`config.mk`:
```
export PLATFORM = sky130hd
export DESIGN_NAME = rtst_ram
export DESIGN_NICKNAME = d
export VERILOG_FILES = /design/src/sv/rtst_ram.sv
export SDC_FILE = /design/constraint.sdc
export NUM_CORES = 1
export LEC_CHECK = 0
export BUFFER_PORTS_ARGS = -buffer_cell sky130_fd_sc_hd__buf_2
export CORE_MARGIN = 1
export CORE_UTILIZATION = 45
export CTS_CLUSTER_DIAMETER = 120
export DETAILED_ROUTE_END_ITERATION = 10
export GPL_TIMING_DRIVEN = 0
export SLEW_MARGIN = 20
export SYNTH_ARGS = -nofsm -noshare
export SYNTH_HDL_FRONTEND = slang
export SYNTH_SLANG_ARGS = --single-unit
```
`constraint.sdc`:
```
create_clock -name clk -period 1.6 [get_ports clk]
set_input_delay 0.24 -clock clk [delete_from_list [all_inputs] [get_ports clk]]
set_output_delay 0.24 -clock clk [all_outputs]
set_load 0.02 [all_outputs]
```
`src/sv/rtst_ram.sv`:
```
// generic single-port-write ram with registered read
`timescale 1ns / 1ps
module rtst_ram #(
	parameter int WIDTH = 8,
	parameter int DEPTH = 16
) (
	input logic clk,
	input logic we,
	input logic [$clog2(DEPTH)-1:0] waddr,
	input logic [WIDTH-1:0] wdata,
	input logic [$clog2(DEPTH)-1:0] raddr,
	output logic [WIDTH-1:0] rdata
);
	logic [WIDTH-1:0] mem [DEPTH];

	// write and registered read
	always_ff @(posedge clk) begin
		if (we) begin
			mem[waddr] <= wdata;
		end
		rdata <= mem[raddr];
	end
endmodule

```
==> key figures <==
Outcome
  – Status: finished clean

Global route
  – Largest net degree at the start of global routing: 17
  – First-pass GRT wire length: 14400 microns
  – Initial antenna violation count: 0
  – GRT overflow: 0
  – Global router's overall resource usage: 18.4%
  – Vias in the first global route: 2396

Timing
  – Worst-Margin Slew: 0.824 ns
  – Max Fclk: 665 MHz
  – Worst hold margin: 0.238 ns
  – Pins over their slew limit: 0
  – Fin Clk Skew: 0.00591 ns
  – Final setup violation count: 0
  – Final Hold Fails: 0
  – RSZ-0062 raised after global routing: false
  – Setup TNS Final: 0 ns
  – Worst slew margin: 44.9%
  – Final worst path period share: 94.0%
  – Fin crit period: 1.50 ns

Drt
  – DR vias/cell: 5.44
  – ANT nets after route: 0
  – DRT Wirelength: 9580 microns
  – Routed len/inst: 22.5 microns
  – DRT Pass-1 Iters: 5
  – DRC: 0
  – Routed via count: 2313
  – 1st-iter DRT viols: 118

Clock network
  – Clk_lat worst skew: 0.41 ns
  – H-tree levels: 4
  – CTS root buffer: clkbuf_16
  – CTS sink count: 136
  – Post_cts resized: 0
  – TritonCTS clock tree: yes
  – Post-CTS Hold Buffers: 0
  – Clock-pin slew on the worst setup and hold paths: 0.05 ns
  – Maximum root-to-sink buffer count: 2
  – Post-CTS Setup Bufs: 0
  – TritonCTS Buffers: 17

Worst setup path
  – Crit Path Category: input pin to flip-flop
  – CP Data Arrival Time: 1.54 ns
  – WP buf/inv: 1
  – Slowest CP cell: nor2_1
  – Worst reg-to-reg setup slack: 0.15 ns
  – CP Max Fanout: 8
  – CP top delay family: simple AND/OR/NAND/NOR gates
  – Max stage delay on crit path: 0.64 ns
  – CP startpoint kind: input pin
  – CP endpoint kind: flip-flop
  – CP Cell Sequence: buf_2 > or3b_2 > nor2_1
  – Critical path launch point: waddr[2]
  – Reg2reg start: mem[5][0]$_DFFE_PP_
  – Req. time, crit path: 1.64 ns

Pwr
  – Static leakage power: 0.00203 uW
  – Clock power share: 44.8%
  – Psw: 1610 uW
  – Flop pwr share: 50.1%
  – Comb power frac: 5.1%
  – Sw Share: 20.2%
  – VDD IR max: 0.719 mV
  – Pwr Density: 1330 nW/um^2
  – Internal power component: 6370 uW

Floorplan
  – Row cnt: 38
  – Die X: 109 microns
  – Die area: 11900 sq um
  – IO Pins: 26
  – Core ar.: 11000 sq um
  – Die H: 109 microns
  – Initial core utilization: 46.9%

Layout
  – P&R area growth vs syn: 16.8%
  – Layout cells sized above 1: 30.9%
  – Diode count: 0
  – Fin cells: 425
  – Fillers: 831
  – Post-layout nets: 290

Logic synthesis
  – Syn_nets: 247
  – Post-synth top area share: 74.7%
  – Synth Flop Type: edfxtp_1
  – Synthesized flop and latch total: 136
  – Distinct cell type count after synthesis: 19
  – Number of synthesized flops with an enable pin: 128
  – Synth cell count leaders: edfxtp_1, mux4_2, a22oi_1, mux4_1, nor2_1
  – Seq/Total Area, Yosys: 77.8%
  – Synth Area per Inst: 22.5 sq um
  – Post-Syn Area: 5150 sq um
  – Area contributors post-synth: edfxtp_1, mux4_2, mux4_1, dfxtp_1, a22oi_1
  – Syn Inst Count: 229
  – Cell taking the most area after synthesis: edfxtp_1
  – Synth warnings: 0
  – Async SR Flop Fraction: 0%
  – Top-count cell post-synth: edfxtp_1

Hold path
  – Hold Startpoint: wdata[5]
  – Hold Crit Class: input pin to flip-flop

Placed design
  – RD Place Congestion: 0.693
  – Port buffer count: 24
  – Dpl cells: 393
  – DP Wirelength: 6010 microns

Job
  – # Max-Cap Violations: 0
==> state kept, by name, summed over array words and instances, names as in the netlist <==
register	count
mem	128
rdata	8
==> cell usage in the layout (no fill, tap or decap) <==
| cell type | instances |
|---|---|
| a22oi_1 | 16 |
| nor2_1 | 13 |
| buf_2 | 27 |
| nor2b_1 | 1 |
| and2b_1 | 1 |
| clkbuf_16 | 17 |
| nand3b_1 | 2 |
| nor3_2 | 4 |
| buf_6 | 3 |
| clkinv_2 | 10 |
| bufinv_16 | 1 |
| and2_1 | 1 |
| buf_4 | 1 |
| clkbuf_8 | 3 |
| clkbuf_1 | 1 |
| nand2b_1 | 2 |
| dfxtp_1 | 8 |
| mux4_2 | 18 |
| or3b_2 | 1 |
| mux4_1 | 14 |
| nand3_1 | 1 |
| nand2_1 | 9 |
| clkdlybuf4s25_2 | 3 |
| edfxtp_1 | 128 |
==> worst paths after layout <==
path         depth (start not counted)                  end
max reg2reg                          3     rdata[0]$_DFF_P_
max                                  3  mem[3][7]$_DFFE_PP_
min reg2reg                          3     rdata[2]$_DFF_P_
min                                  1  mem[6][5]$_DFFE_PP_
==> metrics by stage <==
step | util (%) | total power (uW) | worst slack, ns | instance area (sq um)
after global routing | 54.8 | 8230 | 0.00895 | 6010
after CTS | 54.8 | 8030 | 0.0856 | 6010
after global placement | 49.6 | 4470 | -0.499 | 5450
final | 54.8 | 7980 | 0.0965 | 6010
after floorplan | - | 4310 | 0.0939 | 5150
after detailed placement | 49.7 | 4490 | -0.339 | 5460
==> logic make-up (layout without fill, tap and decap cells) <==
family | Yosys count | after routing | share of synthesized area, %
buf+inv | 10 | 66 | 1.68
flops | 136 | 136 | 77.8
simple gates | 35 | 35 | 3.18
compound gates | 16 | 16 | 2.33
mux | 32 | 32 | 15.0
==> power groups by stage <==
stage / logic (uW) / clock network [uW] / registers [uW]
floorplan: 202 / 0 / 4100
global placement: 399 / 0 / 4070
detailed placement: 410 / 0 / 4080
CTS: 411 / 3620 / 4000
global route: 437 / 3780 / 4010
finish: 404 / 3580 / 4000
==> layer usage <==
metal	wire length (microns)	track usage, %
met1	4440	25.9
met2	4580	27.1
met3	413	4.36
met4	148	9.17
met5	0	0
==> cell type report <==
type	count	area [sq um]	area share (%)
flip-flops and latches	136	4000	66.6
multi-input cells	83	1080	17.9
clock buffers	21	470	7.82
well taps	140	175	2.91
repair buffers	24	120	2.00
plain buffers	10	86.3	1.44
clock inverters	11	80.1	1.33
==> worst reg2reg max path: stages, from the launching register on <==
cell,delay [ns]
edfxtp_1,0.35
mux4_1,0.56
a22oi_1,0.32
nand2_1,0.11
Note: power is estimated with default switching activity, not from simulation.
